$ cat config.mk
export PLATFORM = sky130hd
export DESIGN_NAME = sliding_window_high_low_channel
export DESIGN_NICKNAME = d
export VERILOG_FILES = /design/src/rtl/swhl_pkg.sv /design/src/rtl/swhl_ram.sv /design/src/rtl/swhl_track.sv /design/src/rtl/swhl_ctrl.sv /design/src/rtl/sliding_window_high_low_channel.sv
export SDC_FILE = /design/constraint.sdc
export NUM_CORES = 2
export LEC_CHECK = 0
export BUFFER_PORTS_ARGS = -buffer_cell sky130_fd_sc_hd__clkbuf_2
export CAP_MARGIN = 30
export CORE_ASPECT_RATIO = 1.1
export CORE_MARGIN = 2
export CORE_UTILIZATION = 60
export CTS_BUF_LIST = sky130_fd_sc_hd__clkbuf_2 sky130_fd_sc_hd__clkbuf_4 sky130_fd_sc_hd__clkbuf_8
export CTS_CLUSTER_SIZE = 40
export DETAILED_ROUTE_END_ITERATION = 7
export PLACE_DENSITY = 0.79
export SETUP_SLACK_MARGIN = 0.3
export SYNTH_ARGS = -nofsm -noshare
export SYNTH_HDL_FRONTEND = slang
export SYNTH_SLANG_ARGS = --single-unit
$ cat constraint.sdc
create_clock -name clk -period 16.3 [get_ports clk]
set_input_delay 4.89 -clock clk [delete_from_list [all_inputs] [get_ports clk]]
set_output_delay 4.89 -clock clk [all_outputs]
set_load 0.05 [all_outputs]
$ cat src/rtl/swhl_pkg.sv
// ----------------------------------------------------------------------------
// swhl_pkg
// Shared types and constants for the sliding window high/low channel.
// ----------------------------------------------------------------------------
package swhl_pkg;

  localparam int WINDOW_MAX   = 64;
  localparam int PRICE_WIDTH  = 32;
  localparam int LEN_W        = 7;
  localparam int ADDR_W       = $clog2(WINDOW_MAX);
  localparam int AGE_W        = $clog2(WINDOW_MAX + 1);
  localparam int SLOT_W       = ADDR_W + 2;
  localparam int WINDOW_RESET = 20;

  typedef logic signed [PRICE_WIDTH-1:0] price_t;

  typedef struct packed {
    price_t high_price;
    price_t low_price;
  } in_word_t;

  typedef struct packed {
    price_t channel_low;
    price_t channel_high;
  } out_word_t;

  typedef enum logic [1:0] {
    ST_IDLE,
    ST_UPDATE,
    ST_SCAN,
    ST_FINISH
  } state_t;

  typedef enum logic [2:0] {
    TRK_HOLD,
    TRK_CLEAR,
    TRK_LOAD,
    TRK_UPDATE,
    TRK_SCAN
  } trk_op_t;

  typedef struct packed {
    trk_op_t          op;
    logic             fill_zero;
    logic [AGE_W-1:0] win;
    logic             scan_valid;
    logic [AGE_W-1:0] scan_age;
  } trk_ctrl_t;

  typedef struct packed {
    logic              wr_en;
    logic [ADDR_W-1:0] wr_addr;
    logic              rd_en;
    logic [ADDR_W-1:0] rd_addr;
  } ram_ctrl_t;

endpackage

$ cat src/rtl/swhl_ram.sv
// ----------------------------------------------------------------------------
// swhl_ram
// Generic single write port, single read port RAM with registered read.
// ----------------------------------------------------------------------------
module swhl_ram #(
  parameter int WIDTH = 32,
  parameter int DEPTH = 64
) (
  input  logic                     clk,
  input  logic                     wr_en,
  input  logic [$clog2(DEPTH)-1:0] wr_addr,
  input  logic [WIDTH-1:0]         wr_data,
  input  logic                     rd_en,
  input  logic [$clog2(DEPTH)-1:0] rd_addr,
  output logic [WIDTH-1:0]         rd_data
);

  logic [WIDTH-1:0] mem [DEPTH];

  always_ff @(posedge clk) begin
    if (wr_en) begin
      mem[wr_addr] <= wr_data;
    end
    if (rd_en) begin
      rd_data <= mem[rd_addr];
    end
  end

endmodule

$ cat src/rtl/swhl_track.sv
// ----------------------------------------------------------------------------
// swhl_track
// Running extreme tracker: holds the window max/min and their ages and
// owns the one compare pair used both for new words and for rescans.
// ----------------------------------------------------------------------------
module swhl_track (
  input  logic                clk,
  input  logic                rst,
  input  swhl_pkg::trk_ctrl_t trk,
  input  swhl_pkg::in_word_t  in_word,
  input  swhl_pkg::price_t    rd_high,
  input  swhl_pkg::price_t    rd_low,
  output logic                need_scan,
  output swhl_pkg::out_word_t result
);

  swhl_pkg::price_t                in_high;
  swhl_pkg::price_t                in_low;
  swhl_pkg::price_t                running_max;
  swhl_pkg::price_t                running_min;
  logic [swhl_pkg::AGE_W-1:0]      max_age;
  logic [swhl_pkg::AGE_W-1:0]      min_age;
  logic                            scan_max;
  logic                            scan_min;

  swhl_pkg::price_t                cand_high;
  swhl_pkg::price_t                cand_low;
  logic                            hi_ge;
  logic                            lo_le;
  logic [swhl_pkg::AGE_W-1:0]      max_age_inc;
  logic [swhl_pkg::AGE_W-1:0]      min_age_inc;
  logic                            max_exp;
  logic                            min_exp;

  // shared compare: new word during update, ram data during rescan
  always_comb begin
    cand_high   = (trk.op == swhl_pkg::TRK_SCAN) ? rd_high : in_high;
    cand_low    = (trk.op == swhl_pkg::TRK_SCAN) ? rd_low  : in_low;
    hi_ge       = cand_high >= running_max;
    lo_le       = cand_low  <= running_min;
    max_age_inc = max_age + 1'b1;
    min_age_inc = min_age + 1'b1;
    max_exp     = max_age_inc >= trk.win;
    min_exp     = min_age_inc >= trk.win;
    need_scan   = !trk.fill_zero && (max_exp || min_exp);
    result.channel_low  = running_min;
    result.channel_high = running_max;
  end

  always_ff @(posedge clk) begin
    if (trk.op == swhl_pkg::TRK_LOAD) begin
      in_high <= in_word.high_price;
      in_low  <= in_word.low_price;
    end
  end

  always_ff @(posedge clk) begin
    if (rst) begin
      running_max <= '0;
      running_min <= '0;
      max_age     <= '0;
      min_age     <= '0;
      scan_max    <= 1'b0;
      scan_min    <= 1'b0;
    end else begin
      case (trk.op)
        swhl_pkg::TRK_CLEAR: begin
          running_max <= '0;
          running_min <= '0;
          max_age     <= '0;
          min_age     <= '0;
          scan_max    <= 1'b0;
          scan_min    <= 1'b0;
        end
        swhl_pkg::TRK_UPDATE: begin
          if (trk.fill_zero) begin
            running_max <= in_high;
            running_min <= in_low;
            max_age     <= '0;
            min_age     <= '0;
            scan_max    <= 1'b0;
            scan_min    <= 1'b0;
          end else begin
            scan_max <= max_exp;
            scan_min <= min_exp;
            if (!max_exp && hi_ge) begin
              running_max <= in_high;
              max_age     <= '0;
            end else begin
              max_age <= max_age_inc;
            end
            if (!min_exp && lo_le) begin
              running_min <= in_low;
              min_age     <= '0;
            end else begin
              min_age <= min_age_inc;
            end
          end
        end
        swhl_pkg::TRK_SCAN: begin
          // newest first; ties move to the older entry
          if (trk.scan_valid && scan_max && (trk.scan_age == '0 || hi_ge)) begin
            running_max <= rd_high;
            max_age     <= trk.scan_age;
          end
          if (trk.scan_valid && scan_min && (trk.scan_age == '0 || lo_le)) begin
            running_min <= rd_low;
            min_age     <= trk.scan_age;
          end
        end
        default: begin
        end
      endcase
    end
  end

endmodule

$ cat src/rtl/swhl_ctrl.sv
// ----------------------------------------------------------------------------
// swhl_ctrl
// Sequencer: window register, ring pointer, fill count, rescan address
// walk and the output word register.
// ----------------------------------------------------------------------------
module swhl_ctrl (
  input  logic                          clk,
  input  logic                          rst,
  input  logic                          cfg_wr_en,
  input  logic [swhl_pkg::LEN_W-1:0]    cfg_wr_data,
  input  logic                          in_valid,
  output logic                          in_stall,
  output logic                          out_valid,
  input  logic                          out_stall,
  output swhl_pkg::out_word_t           out_word,
  input  swhl_pkg::out_word_t           result,
  input  logic                          need_scan,
  output swhl_pkg::trk_ctrl_t           trk,
  output swhl_pkg::ram_ctrl_t           ram
);

  swhl_pkg::state_t                state;
  swhl_pkg::state_t                state_next;
  logic [swhl_pkg::LEN_W-1:0]      window_len;
  logic [swhl_pkg::ADDR_W-1:0]     write_pos;
  logic [swhl_pkg::AGE_W-1:0]      fill_count;
  logic [swhl_pkg::AGE_W-1:0]      scan_cnt;
  logic                            rd_valid;
  logic [swhl_pkg::AGE_W-1:0]      rd_age;

  logic [swhl_pkg::AGE_W-1:0]      win;
  logic                            issue;
  logic                            load_out;
  logic [swhl_pkg::SLOT_W-1:0]     slot_sum;
  logic [swhl_pkg::SLOT_W-1:0]     slot_wrap;

  always_comb begin
    if (window_len == '0) begin
      win = swhl_pkg::AGE_W'(1);
    end else if (int'(window_len) > swhl_pkg::WINDOW_MAX) begin
      win = swhl_pkg::AGE_W'(swhl_pkg::WINDOW_MAX);
    end else begin
      win = swhl_pkg::AGE_W'(window_len);
    end
  end

  // slot of the entry scan_cnt words older than the newest
  always_comb begin
    slot_sum  = swhl_pkg::SLOT_W'(write_pos) + swhl_pkg::SLOT_W'(swhl_pkg::WINDOW_MAX - 1)
                - swhl_pkg::SLOT_W'(scan_cnt);
    slot_wrap = (slot_sum >= swhl_pkg::SLOT_W'(swhl_pkg::WINDOW_MAX)) ?
                slot_sum - swhl_pkg::SLOT_W'(swhl_pkg::WINDOW_MAX) : slot_sum;
  end

  always_ff @(posedge clk) begin
    if (rst) begin
      state <= swhl_pkg::ST_IDLE;
    end else begin
      state <= state_next;
    end
  end

  always_comb begin
    state_next     = state;
    in_stall       = 1'b1;
    issue          = 1'b0;
    load_out       = 1'b0;
    trk.op         = swhl_pkg::TRK_HOLD;
    trk.fill_zero  = fill_count == '0;
    trk.win        = win;
    trk.scan_valid = 1'b0;
    trk.scan_age   = rd_age;
    ram.wr_en      = 1'b0;
    ram.wr_addr    = write_pos;
    ram.rd_en      = 1'b0;
    ram.rd_addr    = swhl_pkg::ADDR_W'(slot_wrap);
    case (state)
      swhl_pkg::ST_IDLE: begin
        in_stall = cfg_wr_en;
        if (!cfg_wr_en && in_valid) begin
          ram.wr_en  = 1'b1;
          trk.op     = swhl_pkg::TRK_LOAD;
          state_next = swhl_pkg::ST_UPDATE;
        end
      end
      swhl_pkg::ST_UPDATE: begin
        trk.op     = swhl_pkg::TRK_UPDATE;
        state_next = need_scan ? swhl_pkg::ST_SCAN : swhl_pkg::ST_FINISH;
      end
      swhl_pkg::ST_SCAN: begin
        issue          = scan_cnt < win;
        ram.rd_en      = issue;
        trk.op         = swhl_pkg::TRK_SCAN;
        trk.scan_valid = rd_valid;
        if (!issue && !rd_valid) begin
          state_next = swhl_pkg::ST_FINISH;
        end
      end
      swhl_pkg::ST_FINISH: begin
        if (fill_count < win) begin
          state_next = swhl_pkg::ST_IDLE;
        end else if (!out_valid || !out_stall) begin
          load_out   = 1'b1;
          state_next = swhl_pkg::ST_IDLE;
        end
      end
      default: begin
        state_next = swhl_pkg::ST_IDLE;
      end
    endcase
    if (cfg_wr_en) begin
      trk.op = swhl_pkg::TRK_CLEAR;
    end
  end

  always_ff @(posedge clk) begin
    if (rst) begin
      window_len <= swhl_pkg::LEN_W'(swhl_pkg::WINDOW_RESET);
      write_pos  <= '0;
      fill_count <= '0;
      scan_cnt   <= '0;
      rd_valid   <= 1'b0;
      rd_age     <= '0;
      out_valid  <= 1'b0;
    end else begin
      if (cfg_wr_en) begin
        window_len <= cfg_wr_data;
        write_pos  <= '0;
        fill_count <= '0;
      end else begin
        if (ram.wr_en) begin
          write_pos <= (write_pos == swhl_pkg::ADDR_W'(swhl_pkg::WINDOW_MAX - 1)) ?
                       '0 : write_pos + 1'b1;
        end
        if (state == swhl_pkg::ST_UPDATE && fill_count < win) begin
          fill_count <= fill_count + 1'b1;
        end
      end
      if (state == swhl_pkg::ST_UPDATE) begin
        scan_cnt <= '0;
        rd_valid <= 1'b0;
      end else if (state == swhl_pkg::ST_SCAN) begin
        if (issue) begin
          scan_cnt <= scan_cnt + 1'b1;
        end
        rd_valid <= issue;
        rd_age   <= scan_cnt;
      end
      if (load_out) begin
        out_valid <= 1'b1;
      end else if (!out_stall) begin
        out_valid <= 1'b0;
      end
    end
  end

  always_ff @(posedge clk) begin
    if (load_out) begin
      out_word <= result;
    end
  end

endmodule

$ cat src/rtl/sliding_window_high_low_channel.sv
// ----------------------------------------------------------------------------
// sliding_window_high_low_channel
// Price channel over the last window_length bars: minimum of lows and
// maximum of highs, rescanning the ring stores when an extreme ages out.
//
//   port group   direction  handshake          payload
//   in_*         in         in_valid/in_stall  in_word (high_price, low_price)
//   out_*        out        out_valid/out_stall out_word (channel_low, channel_high)
//   cfg_*        in         cfg_wr_en          cfg_wr_data (window_length)
//
// a word is taken in idle, passes update, then scan when an extreme expires,
// and finish; scan reads window length (held to 1..64) entries, one per cycle
// no word is taken while one is in work; the result waits in an output
// register, so a new word is taken while it is stalled, and that word then
// holds in its last cycle until the output register frees
// reset clears the control state and sets window_length to 20
// ----------------------------------------------------------------------------
module sliding_window_high_low_channel (
  input  logic                       clk,
  input  logic                       rst,
  input  logic                       cfg_wr_en,
  input  logic [swhl_pkg::LEN_W-1:0] cfg_wr_data,
  input  logic                       in_valid,
  output logic                       in_stall,
  input  swhl_pkg::in_word_t         in_word,
  output logic                       out_valid,
  input  logic                       out_stall,
  output swhl_pkg::out_word_t        out_word
);

  swhl_pkg::trk_ctrl_t                 trk;
  swhl_pkg::ram_ctrl_t                 ram;
  swhl_pkg::out_word_t                 result;
  logic                                need_scan;
  logic [swhl_pkg::PRICE_WIDTH-1:0]    rd_high;
  logic [swhl_pkg::PRICE_WIDTH-1:0]    rd_low;

  swhl_ctrl u_ctrl (
    .clk         (clk),
    .rst         (rst),
    .cfg_wr_en   (cfg_wr_en),
    .cfg_wr_data (cfg_wr_data),
    .in_valid    (in_valid),
    .in_stall    (in_stall),
    .out_valid   (out_valid),
    .out_stall   (out_stall),
    .out_word    (out_word),
    .result      (result),
    .need_scan   (need_scan),
    .trk         (trk),
    .ram         (ram)
  );

  swhl_track u_track (
    .clk       (clk),
    .rst       (rst),
    .trk       (trk),
    .in_word   (in_word),
    .rd_high   (swhl_pkg::price_t'(rd_high)),
    .rd_low    (swhl_pkg::price_t'(rd_low)),
    .need_scan (need_scan),
    .result    (result)
  );

  swhl_ram #(
    .WIDTH (swhl_pkg::PRICE_WIDTH),
    .DEPTH (swhl_pkg::WINDOW_MAX)
  ) u_high_store (
    .clk     (clk),
    .wr_en   (ram.wr_en),
    .wr_addr (ram.wr_addr),
    .wr_data (in_word.high_price),
    .rd_en   (ram.rd_en),
    .rd_addr (ram.rd_addr),
    .rd_data (rd_high)
  );

  swhl_ram #(
    .WIDTH (swhl_pkg::PRICE_WIDTH),
    .DEPTH (swhl_pkg::WINDOW_MAX)
  ) u_low_store (
    .clk     (clk),
    .wr_en   (ram.wr_en),
    .wr_addr (ram.wr_addr),
    .wr_data (in_word.low_price),
    .rd_en   (ram.rd_en),
    .rd_addr (ram.rd_addr),
    .rd_data (rd_low)
  );

endmodule

* Word-level counts from Yosys, hierarchy flattened
Memories as Yosys holds them, arrays and structs flattened. A register that Yosys moved wholly into a read port is not among the register bits.
Cells that the tools add are included.
** Operators by class
- Add/sub/neg operators :: 8
- $mul :: 0
- Div/mod/pow operators :: 0
- Magnitude comparators :: 8
- Eq/ne operators :: 16
- Shift-type cells :: 0
- Mux-type cells :: 47
- Bitwise logic cells :: 1
- Reductions and logical operators :: 37
** Operators with widths (count)
- $mux 32 :: 8
- $pmux 32 s3 :: 2
- $mux 7 :: 8
- $pmux 7 s3 :: 2
- $ge 32x32->1 :: 1
- $le 32x32->1 :: 1
- $add 7x1->7 const B :: 4
- $logic_not 7->1 :: 3
- $mux 1 :: 15
- $ge 7x7->1 :: 2
- $lt 7x7->1 :: 2
- $mux 6 :: 2
- $logic_and 1x1->1 :: 10
- $mux 2 :: 5
- $ne 3x1->1 const B :: 3
- $pmux 3 s3 :: 1
- $reduce_and 3->1 :: 3
- $ge 8x7->1 const B :: 1
- $logic_not 1->1 :: 8
- $pmux 2 s4 :: 1
- $reduce_and 2->1 :: 4
- $sub 7x7->8 :: 1
- $add 6x6->7 const B :: 1
- $gt 7x7->1 const B :: 1
- 18 further kinds :: 28
** Word-level totals
- Register bits :: 246
- Bits in latches :: 0
- Bits in writable memories :: 4096
- Memory bits (read-only) :: 0
- Input port bits :: 76
- Output and inout port bits :: 66
- Logic and storage cells :: 137
- Memories kept :: 2
** Memories
- u_high_store.mem :: depth 64, width 32, read ports 1, clocked after memory_dff 1, wr ports 1, RTL line swhl_ram.sv:18 : logic [WIDTH-1:0] mem [DEPTH];
- u_low_store.mem :: depth 64, width 32, read ports 1, clocked after memory_dff 1, wr ports 1, RTL line swhl_ram.sv:18

* Longest topological paths before layout
- Depth in word-level cells :: 12
- Depth in mapped cells :: 20
- Mapped depth without buffers :: 15

* Modules after synthesis
Synthesis repeated with hierarchy kept, for this count alone.
** Second synthesis, totals
- Cell total of the unflattened synthesis :: 7832
- Area, all modules :: 170512.3 um^2
** By module, submodules not included
- swhl_ram :: times used 2, cells each 3324, area an instance 78835.6 um^2, sequential area each 62459.9 um^2
- swhl_track :: times used 1, cells each 846, area an instance 8548.2 um^2, sequential area each 3523.4 um^2
- swhl_ctrl :: times used 1, cells each 338, area an instance 4292.9 um^2, sequential area each 2682.6 um^2

* Worst setup path after synthesis
Ideal clock, no wire load.
- Path kind :: input to register
- Start :: input port cfg_wr_en
- End :: register u_track.in_high[0] (enable)
- Library setup time :: 0.644 ns
- Data arrival time :: 11.522 ns
- Setup slack :: 4.135 ns
- Stages :: 4
- Cell sequence :: buf_6 -> nand3b_4 -> mux2_4 -> nor4_1
** Between the ends
- Longest elaborated chain between the ends :: 6
** Ends and longest elaborated chain
- start: declaration :: RTL line sliding_window_high_low_channel.sv:21 : input logic cfg_wr_en,
- $logic_not 1->1 :: RTL line swhl_ctrl.sv:80 : if (!cfg_wr_en && in_valid) begin
- $logic_and 1x1->1 :: RTL line swhl_ctrl.sv:80
- $mux 2 :: RTL line swhl_ctrl.sv:80
- $pmux 3 s3 :: RTL line swhl_ctrl.sv:77 : case (state)
- $mux 3 * :: RTL line swhl_ctrl.sv:111 : if (cfg_wr_en) begin
- $eq 3x2->1 * :: RTL line swhl_track.sv:51 : if (trk.op == swhl_pkg::TRK_LOAD) begin
- end signal: assignment :: RTL line swhl_track.sv:52 : in_high <= in_word.high_price;
- end: declaration :: RTL line swhl_track.sv:17 : swhl_pkg::price_t in_high;
Every way passes the cells marked *; elsewhere a longest branch is shown, timed or not.
A chain may end at the register's enable or synchronous reset.

* Worst setup path after layout
- Start :: input port cfg_wr_en
- End :: output port in_stall
** Between the ends
- Longest elaborated chain between the ends :: 1
** Ends and longest elaborated chain
- $mux 1 :: RTL line swhl_ctrl.sv:77
- end: declaration :: RTL line sliding_window_high_low_channel.sv:24 : output logic in_stall,
Every way passes these cells.

==> impl_metrics.json <==
{
  "post-cts-setup-buffer-count": 0,
  "maxSlewHeadroom_pct": 25.8,
  "die_x_um": 511,
  "tns_ns": 0,
  "final_util_pct": 67.4,
  "hpwl_mm": 240,
  "fin_ws_ns": 5.72,
  "syn_nets": 7426,
  "ys_types": 71,
  "syn_area_per_cell_sq_um": 23.5,
  "antenna_found_initial": 34,
  "final_cell_mix": "edfxtp_1, mux4_2, clkbuf_8",
  "tritoncts": "built",
  "synth_cells": 7243,
  "power.density_nw_per_um2": 122,
  "final_common_cell": "edfxtp_1",
  "drt-wirelength-per-cell_um": 36.0,
  "path_buf_inv": 2,
  "vias": 84400,
  "synth_warnings": 0,
  "grt_pass1_wl_mm": 620,
  "cts-hold-fix-buffers": 0,
  "hold_class": "reg2reg",
  "drc": 0,
  "gp_congestion": 0.857,
  "initial_core_util_pct": 60.4,
  "synth-seq-cells": 4406,
  "fin_crit_sh_pct": 64.9,
  "cts_buffer_depth": 4,
  "leakagePower_nw": 60.2,
  "whs_ns": 0.465,
  "cts_buffers": 645,
  "critical_path.cell_chain": "clkbuf_2, nand2b_1, clkbuf_2",
  "path_max_fanout": 18,
  "critical_path.startpoint_type": "input port",
  "fin_cells": 12100,
  "synthArstFlopShare_pct": 0,
  "setup_viol": 0,
  "ant_nets": 0,
  "ios": 142,
  "crit_family": "buffers and inverters",
  "tightest_slew_ns": 1.11,
  "ctsHtreeMaxLevel": 6,
  "final-seq-area_sq_um": 131000,
  "setup.worst_path.class": "in2out",
  "multi_input_area_sq_um": 37400,
  "grtUsageTotal_pct": 30.4,
  "cts_resized": 0,
  "grt_pass1_vias": 85500,
  "finalWirelength_mm": 437,
  "dr.pass1.iters": 8,
  "drt_iter0_markers": 14100,
  "synth-main-ff-cell": "edfxtp_1",
  "io_buffers": 141,
  "critical_path.slowest_cell": "clkbuf_2",
  "status": "completed",
  "cpPeakStageDelay_ns": 0.36,
  "slew_violations": 0,
  "vias_per_cell": 6.96,
  "root_buffer": "clkbuf_8",
  "grt_max_degree": 116,
  "fin_crit_ns": 10.58,
  "ir_drop_v": 0.0000819,
  "clock-sinks": 4406,
  "synth_edf_count": 4288,
  "synth_area_sq_um": 170000,
  "clk_latency_ns": 1.10,
  "pre_cts_ws_ns": 5.55,
  "fmax_ghz": 0.0945,
  "cp.arrival_ns": 5.69,
  "ys_seq_area_share_pct": 77.1,
  "fill_cells": 16100,
  "fin_skew_ns": 0.0688,
  "hold_viol": 0,
  "path_clk_slew_ns": 0.06,
  "nNetsFinal": 8088,
  "crit_top_cell": "clkbuf_2",
  "grt_setup_unrepaired": "no",
  "grt-ovfl-total": 0,
  "die_h_um": 562,
  "drive_gt1_share_pct": 34.0,
  "placementRows": 204,
  "required_ns": 11.41,
  "maxCapViolations": 0,
  "dieArea_sq_um": 288000,
  "reg2reg_slack_ns": 8.99,
  "dp.cells": 11000,
  "worstSetupEndpointType": "output pin",
  "area_growth_pct": 11.5,
  "core_sq_um": 281000
}
## worst reg2reg max path, cell delays in order (launching register included)
cell	delay [ns]
dfxtp_1	0.61
inv_1	0.15
ha_4	0.79
buf_12	0.71
buf_4	0.98
buf_4	0.76
buf_4	0.87
mux4_2	0.66
mux4_2	0.52
nor2b_1	0.17
a211oi_1	0.54
a21oi_1	0.24
## final timing paths
check | start | end | cells past startpoint
min reg2reg | u_track.running_min[19] | u_ctrl.out_word[51] | 0
min | u_track.running_min[19] | u_ctrl.out_word[51] | 0
max | cfg_wr_en | in_stall | 3
max reg2reg | u_ctrl.scan_cnt[0] | u_low_store.rd_data[12] | 11
## logic make-up (layout without fill, tap and decap cells)
kind of cell	Yosys count	in the layout	share of synthesized area, %
AOI/OAI and AO/OA	422	422	1.77
xor gates and xnor gates	30	30	0.155
adders and majority gates	107	107	0.792
buffers and inverters	478	1637	1.19
DFF	4406	4406	77.1
muxes	1424	1424	17.9
other	0	9	0
and+or+nand+nor	376	376	1.09
## metrics by stage
step                power [mW]  cell area, sq um
detailed placement        14.6            177000
global placement          14.5            176000
floorplan                 13.9            170000
CTS                       23.1            189000
global route              23.7            189000
finish                    23.1            189000
## state kept, by name, indices dropped and copies added, names as in the netlist, 2 cells and up
name and count:
u_ctrl.window_len 7, u_track.in_high 32, u_track.max_age 7, u_track.min_age 7, u_ctrl.fill_count 7, u_ctrl.write_pos 6
u_ctrl.scan_cnt 7, u_track.running_min 32, u_ctrl.out_word 64, u_high_store.mem 2048, u_low_store.rd_data 32, u_low_store.mem 2048
u_high_store.rd_data 32, u_ctrl.state 2, u_ctrl.rd_age 7, u_track.in_low 32, u_track.running_max 32
## synthesized netlist by cell type (4+ instances only)
| cell | instances | share of area (%) |
|---|---|---|
| clkbuf_1 | 216 | 0.48 |
| nand2_1 | 46 | 0.10 |
| nand3_1 | 23 | 0.068 |
| and3b_1 | 4 | 0.021 |
| a211oi_1 | 74 | 0.33 |
| ha_1 | 106 | 0.78 |
| nor3_1 | 10 | 0.029 |
| o21ai_0 | 24 | 0.071 |
| edfxtp_1 | 4288 | 76 |
| inv_1 | 88 | 0.19 |
| nand4_1 | 17 | 0.063 |
| nor2_1 | 163 | 0.36 |
| o21a_1 | 5 | 0.022 |
| mux2i_1 | 81 | 0.48 |
| nor4_1 | 5 | 0.018 |
| buf_2 | 124 | 0.37 |
| a311oi_1 | 34 | 0.18 |
| a22oi_1 | 66 | 0.29 |
| a221o_1 | 4 | 0.024 |
| xnor2_1 | 14 | 0.072 |
| buf_6 | 8 | 0.053 |
| a21oi_1 | 141 | 0.42 |
| nand2b_1 | 7 | 0.026 |
| a21o_1 | 7 | 0.031 |
| a211oi_2 | 32 | 0.24 |
| mux2_2 | 62 | 0.41 |
| nand3b_1 | 4 | 0.018 |
| buf_1 | 40 | 0.088 |
| and3_1 | 4 | 0.015 |
| mux4_2 | 1280 | 17 |
| nor2b_1 | 73 | 0.27 |
| a22o_1 | 6 | 0.031 |
| xor2_1 | 16 | 0.082 |
| dfxtp_1 | 118 | 1.4 |
## layout make-up
class,instances,share of cell area [%]
Timing Repair Buffer,405,1.79
Sequential cell,4406,69.2
Antenna cell,9,0.0119
Multi-Input combinational cell,2359,19.8
Clock inverter,299,1.08
Clock buffer,845,5.53
Inverter,88,0.174
Tap cell,3708,2.45
## routing by layer
| metal | global-route usage (%) | wire (um) |
|---|---|---|
| met1 | 40.8 | 149000 |
| met2 | 48.5 | 213000 |
| met3 | 8.01 | 57400 |
| met4 | 11.9 | 17400 |
| met5 | 0 | 227 |
## power by group
group	switching, mW	internal (mW)
Clock	4.20	4.54
Sequential	0.0588	12.5
Combinational	1.02	0.762
Total	5.27	17.8
Note: power is estimated with default switching activity, not from simulation.
